$ cat config.mk
export PLATFORM = sky130hd
export DESIGN_NAME = parity_directed_record_sort_top
export DESIGN_NICKNAME = d
export VERILOG_FILES = /design/src/pdrs_pkg.sv /design/src/parity_directed_record_sort_top.sv
export SDC_FILE = /design/constraint.sdc
export NUM_CORES = 2
export LEC_CHECK = 0
export BUFFER_PORTS_ARGS = -buffer_cell sky130_fd_sc_hd__buf_2
export CELL_PAD_IN_SITES_DETAIL_PLACEMENT = 1
export CELL_PAD_IN_SITES_GLOBAL_PLACEMENT = 2
export CORE_ASPECT_RATIO = 0.5
export CORE_MARGIN = 1.5
export CORE_UTILIZATION = 38
export DETAILED_ROUTE_END_ITERATION = 10
export GPL_TIMING_DRIVEN = 0
export HOLD_SLACK_MARGIN = 0.03
export PLACE_DENSITY_LB_ADDON = 0.1
export SYNTH_ARGS = -nofsm -noshare
export SYNTH_HDL_FRONTEND = slang
export SYNTH_SLANG_ARGS = --single-unit
$ cat constraint.sdc
create_clock -name clk -period 15.7 [get_ports clk]
set_input_delay 1.57 -clock clk [delete_from_list [all_inputs] [get_ports clk]]
set_output_delay 1.57 -clock clk [all_outputs]
set_load 0.02 [all_outputs]
$ cat src/pdrs_pkg.sv
// Shared types and constants for the parity directed record sort block.
package pdrs_pkg;

	localparam int KEY_W = 32;
	localparam int TAG_W = 32;

	typedef struct packed {
		logic signed [KEY_W-1:0] key;
		logic [TAG_W-1:0] tag;
	} record_t;

endpackage

$ cat src/parity_directed_record_sort_top.sv
// Top level of the parity directed record sort block: record store, exchange sort sequencer and output.
//
// Each item is one record, taken while busy is low and written into the record store. An item
// with final_req set closes the set. The block then stays busy and sorts the stored records in
// place with an exchange sort through the one-read, one-write record memory. The sort uses one
// compare per cycle while it scans a row. The results then follow back to back, each marked by valid
// for one cycle, and busy falls in the cycle of the last one. The receiver cannot stall them. An odd
// record count sorts descending and an even count sorts ascending. Records that arrive while the store
// holds MAX_RECORDS entries are dropped, and overflow is then set on every result of that set.
module parity_directed_record_sort_top #(
	parameter int MAX_RECORDS = 64
) (
	input  logic clk,
	input  logic arst_n,
	input  logic start,
	output logic busy,
	input  logic signed [pdrs_pkg::KEY_W-1:0] key,
	input  logic [pdrs_pkg::TAG_W-1:0] tag,
	input  logic final_req,
	output logic valid,
	output logic signed [pdrs_pkg::KEY_W-1:0] sorted_key,
	output logic [pdrs_pkg::TAG_W-1:0] sorted_tag,
	output logic end_of_set,
	output logic overflow
);

	localparam int AW = (MAX_RECORDS > 1) ? $clog2(MAX_RECORDS) : 1;
	localparam int CW = $clog2(MAX_RECORDS + 1);
	localparam logic [CW-1:0] MAX_CNT = CW'(MAX_RECORDS);

	typedef enum logic [2:0] {
		S_IDLE,
		S_FETCH,
		S_LOAD_A,
		S_SCAN,
		S_WB,
		S_EMIT
	} state_t;

	state_t state_q;

	pdrs_pkg::record_t mem [MAX_RECORDS];
	pdrs_pkg::record_t rd_q;
	pdrs_pkg::record_t cur_q;
	pdrs_pkg::record_t wd;
	pdrs_pkg::record_t out_q;

	logic [CW-1:0] fill_q;
	logic [CW-1:0] n_q;
	logic [CW-1:0] a_q;
	logic [CW-1:0] b_q;
	logic [CW-1:0] emit_q;
	logic [AW-1:0] cmp_q;
	logic [CW-1:0] a_next;
	logic [CW-1:0] emit_next;
	logic dropped_q;
	logic valid_q;
	logic end_q;
	logic ovf_q;
	logic we;
	logic [AW-1:0] wa;
	logic [AW-1:0] ra;
	logic exch;
	logic has_room;
	logic last_emit;

	assign a_next = a_q + CW'(1);
	assign emit_next = emit_q + CW'(1);
	assign has_room = (fill_q < MAX_CNT);
	assign last_emit = (emit_next == n_q);
	assign exch = n_q[0] ? (cur_q.key < rd_q.key) : (cur_q.key > rd_q.key);

	always_comb begin
		we = 1'b0;
		wa = '0;
		wd = cur_q;
		ra = '0;
		case (state_q)
			S_IDLE: begin
				if (start && has_room) begin
					we = 1'b1;
					wa = fill_q[AW-1:0];
				end
				wd.key = key;
				wd.tag = tag;
			end
			S_FETCH: begin
				ra = a_q[AW-1:0];
			end
			S_LOAD_A: begin
				if (a_next < n_q) begin
					ra = a_next[AW-1:0];
				end
			end
			S_SCAN: begin
				if (b_q < n_q) begin
					ra = b_q[AW-1:0];
				end
				we = exch;
				wa = cmp_q;
			end
			S_WB: begin
				we = 1'b1;
				wa = a_q[AW-1:0];
				ra = a_next[AW-1:0];
			end
			S_EMIT: begin
				if (!last_emit) begin
					ra = emit_next[AW-1:0];
				end
			end
			default: begin
				we = 1'b0;
			end
		endcase
	end

	always_ff @(posedge clk) begin
		if (we) begin
			mem[wa] <= wd;
		end
		rd_q <= mem[ra];
	end

	always_ff @(posedge clk) begin
		if (state_q == S_LOAD_A) begin
			cur_q <= rd_q;
		end else if (state_q == S_SCAN && exch) begin
			cur_q <= rd_q;
		end
		if (state_q == S_EMIT) begin
			out_q <= rd_q;
		end
	end

	always_ff @(posedge clk or negedge arst_n) begin
		if (!arst_n) begin
			state_q <= S_IDLE;
			fill_q <= '0;
			n_q <= '0;
			a_q <= '0;
			b_q <= '0;
			emit_q <= '0;
			cmp_q <= '0;
			dropped_q <= 1'b0;
			valid_q <= 1'b0;
			end_q <= 1'b0;
			ovf_q <= 1'b0;
		end else begin
			valid_q <= 1'b0;
			case (state_q)
				S_IDLE: begin
					if (start) begin
						if (has_room) begin
							fill_q <= fill_q + CW'(1);
						end else begin
							dropped_q <= 1'b1;
						end
						if (final_req) begin
							n_q <= has_room ? fill_q + CW'(1) : fill_q;
							a_q <= '0;
							state_q <= S_FETCH;
						end
					end
				end
				S_FETCH: begin
					state_q <= S_LOAD_A;
				end
				S_LOAD_A: begin
					if (a_next < n_q) begin
						cmp_q <= a_next[AW-1:0];
						b_q <= a_next + CW'(1);
						state_q <= S_SCAN;
					end else begin
						emit_q <= '0;
						state_q <= S_EMIT;
					end
				end
				S_SCAN: begin
					if (b_q < n_q) begin
						cmp_q <= b_q[AW-1:0];
						b_q <= b_q + CW'(1);
					end else begin
						state_q <= S_WB;
					end
				end
				S_WB: begin
					a_q <= a_next;
					state_q <= S_LOAD_A;
				end
				S_EMIT: begin
					valid_q <= 1'b1;
					end_q <= last_emit;
					ovf_q <= dropped_q;
					if (last_emit) begin
						fill_q <= '0;
						dropped_q <= 1'b0;
						state_q <= S_IDLE;
					end else begin
						emit_q <= emit_next;
					end
				end
				default: begin
					state_q <= S_IDLE;
				end
			endcase
		end
	end

	assign busy = (state_q != S_IDLE);
	assign valid = valid_q;
	assign sorted_key = out_q.key;
	assign sorted_tag = out_q.tag;
	assign end_of_set = end_q;
	assign overflow = ovf_q;

endmodule

==> results.sh <==
export IMPL_status="complete, no violations"
export IMPL_antenna_left=0
export IMPL_vias=85000
export IMPL_grt_pass1_wl_mm=771
export IMPL_yosys_area_top_type_share_pct=77.3
export IMPL_area_growth_pct=17.3
export IMPL_tns_ps=0
export IMPL_port_buffers=134
export IMPL_grt_usage_pct=26.0
export IMPL_first_pass_iters=5
export IMPL_clock_tree_buffer_depth=4
export IMPL_numClockSinks=4336
export IMPL_drive_gt1_share_pct=27.9
export IMPL_cts_buffers_inserted=402
export IMPL_p_per_area_mw_per_mm2=203
export IMPL_cp_slowest_cell="buf_2"
export IMPL_start_util_pct=38.2
export IMPL_cts_root_buf="clkbuf_16"
export IMPL_crit_type="flip-flop to flip-flop"
export IMPL_gr_max_usage_layer="met1"
export IMPL_ys_flop_type="edfxtp_1"
export IMPL_final_setup_viol_count=0
export IMPL_synth_largest_area_cell="edfxtp_1"
export IMPL_grt_use_met3_pct=4.84
export IMPL_max_slew_margin_pct=2.83
export IMPL_start_kind="flip-flop"
export IMPL_synth_area_leaders="edfxtp_1, mux4_2, a22oi_1"
export IMPL_end_kind="flip-flop"
export IMPL_worstPathRequired_ps=16530
export IMPL_met2_usage_pct=38.5
export IMPL_die_h_um=468
export IMPL_power_leakage_nw=59.4
export IMPL_synth_edf_count=4224
export IMPL_nNetsFinal=8221
export IMPL_min_path_type="flip-flop to flip-flop"
export IMPL_ir_drop_mv=0.165
export IMPL_grt_antenna_before_repair=57
export IMPL_grt_pass1_vias=84900
export IMPL_holdWs_ps=433
export IMPL_cts_htree_levels=5
export IMPL_fmax_mhz=119
export IMPL_synthAdderAreaFrac_pct=0.366
export IMPL_post_cts_buffers=0
export IMPL_yosys_warnings=0
export IMPL_synth_compound_area_share_pct=3.91
export IMPL_synth_seq_area_share_pct=78.8
export IMPL_synth_top_family_by_area="multiplexers"
export IMPL_clock_latency_ps=1030
export IMPL_worst_slew_pin_slew_ps=1460
export IMPL_min_period_ps=8440
export IMPL_fillers=38700
export IMPL_hold_viol=0
export IMPL_core_area_mm2=0.429
export IMPL_postCtsHoldBufs=0
export IMPL_detail_route_wl_per_cell_um=40.3
export IMPL_wl_mm=574
export IMPL_rows=170
export IMPL_netlist_area_mm2=0.164
export IMPL_grt_max_degree=65
export IMPL_overflow=0
export IMPL_fin_skew_ps=54.4
export IMPL_crit_chain="ha_1 > nand3_1 > xor2_1 > inv_1 > ha_1 > and3_1 > a221oi_1 > nand3_1 > a21oi_1 > a221oi_1 > nand2_2 > buf_2 > nor2_1 > clkbuf_2 > buf_12 > clkbuf_1 > a22oi_1 > a21oi_1 > or4_1"
export IMPL_fin_crit_sh_pct=53.7
export IMPL_gp_congestion=0.764
export IMPL_critPathBufInv=5
export IMPL_floorplan_die_area_mm2=0.436
export IMPL_synth_xor_area_share_pct=0.128
export IMPL_hpwlAfterDp_mm=396
export IMPL_maxCapViolCount=0
export IMPL_muxShareOfSynthArea_pct=14.5
export IMPL_drtIter0Drc=12800
export IMPL_cp_top_family="buffers and inverters"
export IMPL_synth_simple_area_share_pct=1.01
export IMPL_finalMaxSlewViolations=0
export IMPL_synth_nets=7370
export IMPL_rsz0062_at_grt="no"
export IMPL_die_w_um=932
export IMPL_async_flop_share_pct=1.11
export IMPL_ys_ff_latch=4336
export IMPL_yosysUniqueCellTypes=63
export IMPL_grt_util_met1_pct=40.9
export IMPL_synthCells=7254
export IMPL_cts_clk_slew_worst_paths_ps=70
export IMPL_crit_fanout=10
export IMPL_arrival_ps=9260
export IMPL_synth_area_per_cell_um2=22.6
export IMPL_ios=136
export IMPL_critPathMaxStageDelay_ps=1050
export IMPL_drc=0
export IMPL_cts_tree="yes"
export IMPL_post_cts_resized=0
export IMPL_vias_per_cell=5.97
placed cells by master, fill, tap and decap left out, types with 8 or more instances in the layout:
master / count
nor2b_1: 9
clkinv_2: 75
buf_2: 157
clkinv_1: 76
buf_16: 49
buf_4: 81
a22oi_1: 518
a21oi_1: 285
a21o_1: 11
xnor2_1: 13
ha_1: 48
diode_2: 27
inv_1: 46
buf_6: 16
clkbuf_2: 27
a21oi_4: 64
o21ai_0: 36
xor2_1: 11
clkbuf_16: 408
edfxtp_1: 4224
dfxtp_1: 64
buf_1: 19
dfrtp_1: 48
mux4_2: 1024
clkbuf_1: 318
clkbuf_8: 21
nand2_1: 128
nand3_1: 18
inv_6: 10
clkinvlp_4: 17
nor3_1: 8
or4_1: 65
and2_1: 9
buf_12: 259
mux2_4: 10
mux2_2: 54
nor2_1: 53
bufinv_16: 41
registers in the layout, indices dropped and copies added, names as in the netlist:
name,cells
a_q,7
b_q,7
cmp_q,6
cur_q,64
dropped_q,1
emit_q,7
end_of_set,1
fill_q,7
mem,4096
n_q,7
overflow,1
rd_q,64
sorted_key,32
sorted_tag,32
state_q,3
valid,1
logic make-up after synthesis:
group           count (synthesis)
buf+inv                       449
flops                        4336
simple gates                  331
mux                          1090
xor+xnor                       24
fa+ha+maj                      48
compound gates                976
power by group:
group	leakage, nW	internal, W	switching, W
clock network	6.37	0.00555	0.00452
registers	39.2	0.0153	0.000266
logic	13.8	0.00466	0.00878
Yosys cell counts, drive strengths merged, types with 4 or more instances:
| library cell | number |
|---|---|
| and2 | 9 |
| or4 | 65 |
| o22ai | 7 |
| a22oi | 518 |
| dfxtp | 64 |
| and3 | 7 |
| o21a | 5 |
| inv | 47 |
| nor2b | 9 |
| nand3 | 18 |
| a31oi | 7 |
| o21ai | 39 |
| edfxtp | 4224 |
| nand4 | 7 |
| nor3 | 10 |
| mux2 | 64 |
| a21o | 11 |
| mux4 | 1024 |
| nor2 | 56 |
| clkbuf | 265 |
| nand2b | 6 |
| dfrtp | 48 |
| a221oi | 4 |
| nand2 | 134 |
| buf | 137 |
| a21oi | 349 |
| xnor2 | 13 |
| ha | 48 |
| xor2 | 11 |
| or2 | 6 |
layout make-up:
type	count	area (µm²)	share of cell area (%)
Antenna cell	27	67.6	0.0351
Buffer	402	2000	1.04
Clock buffer	515	10800	5.62
Clock inverter	227	2230	1.16
Inverter	47	179	0.0929
Multi-Input combinational cell	2469	33500	17.4
Sequential cell	4336	129000	67.1
Tap cell	5762	7210	3.74
Timing Repair Buffer	447	7270	3.78
worst register-to-register path: stages, from the launching register on:
cell and delay [ps]:
dfrtp_1 490, ha_1 290, nand3_1 130, xor2_1 710, inv_1 230, ha_1 320, and3_1 160, a221oi_1 410
nand3_1 280, a21oi_1 250, a221oi_1 100, nand2_2 770, buf_2 1130, nor2_1 180, clkbuf_2 300, buf_12 230
clkbuf_1 600, a22oi_1 650, a21oi_1 330, or4_1 720
through the flow:
| step | setup slack [ps] | utilization, % | total power (W) | std cells | area, µm² |
|---|---|---|---|---|---|
| 3_5_place_dp | 7400 | 41.8 | 0.0293 | 13500 | 179000 |
| 2_1_floorplan | 8820 | - | 0.0234 | 7254 | 164000 |
| 3_3_place_gp | -4000 | 40.1 | 0.0290 | 13200 | 172000 |
| 5_1_grt | 7110 | 44.8 | 0.0403 | 14200 | 193000 |
| 6_report | 7260 | 44.8 | 0.0390 | 14200 | 193000 |
| 4_1_cts | 7350 | 44.8 | 0.0393 | 14200 | 192000 |
worst paths after layout:
kind	cells past startpoint	end	slack (ps)	startpoint
hold / removal	0	sorted_tag[5]$_DFFE_PP_	430	rd_q[5]$_DFF_P_
min in group asynchronous	1	a_q[3]$_DFFE_PN0P_	620	arst_n
setup reg to reg	19	rd_q[9]$_DFF_P_	7260	a_q[1]$_DFFE_PN0P_
max in group asynchronous	1	fill_q[2]$_DFFE_PN0P_	14610	arst_n
hold reg to reg	0	sorted_tag[5]$_DFFE_PP_	430	rd_q[5]$_DFF_P_
setup / recovery	19	rd_q[9]$_DFF_P_	7260	a_q[1]$_DFFE_PN0P_
metal layers:
metal,up-vias,share of wire (%)
met5,-,0.0023
met4,2,1.6
met3,538,8.3
met2,3617,44
met1,48000,46
li1,32800,-
Power figures use the tool's default switching activity.
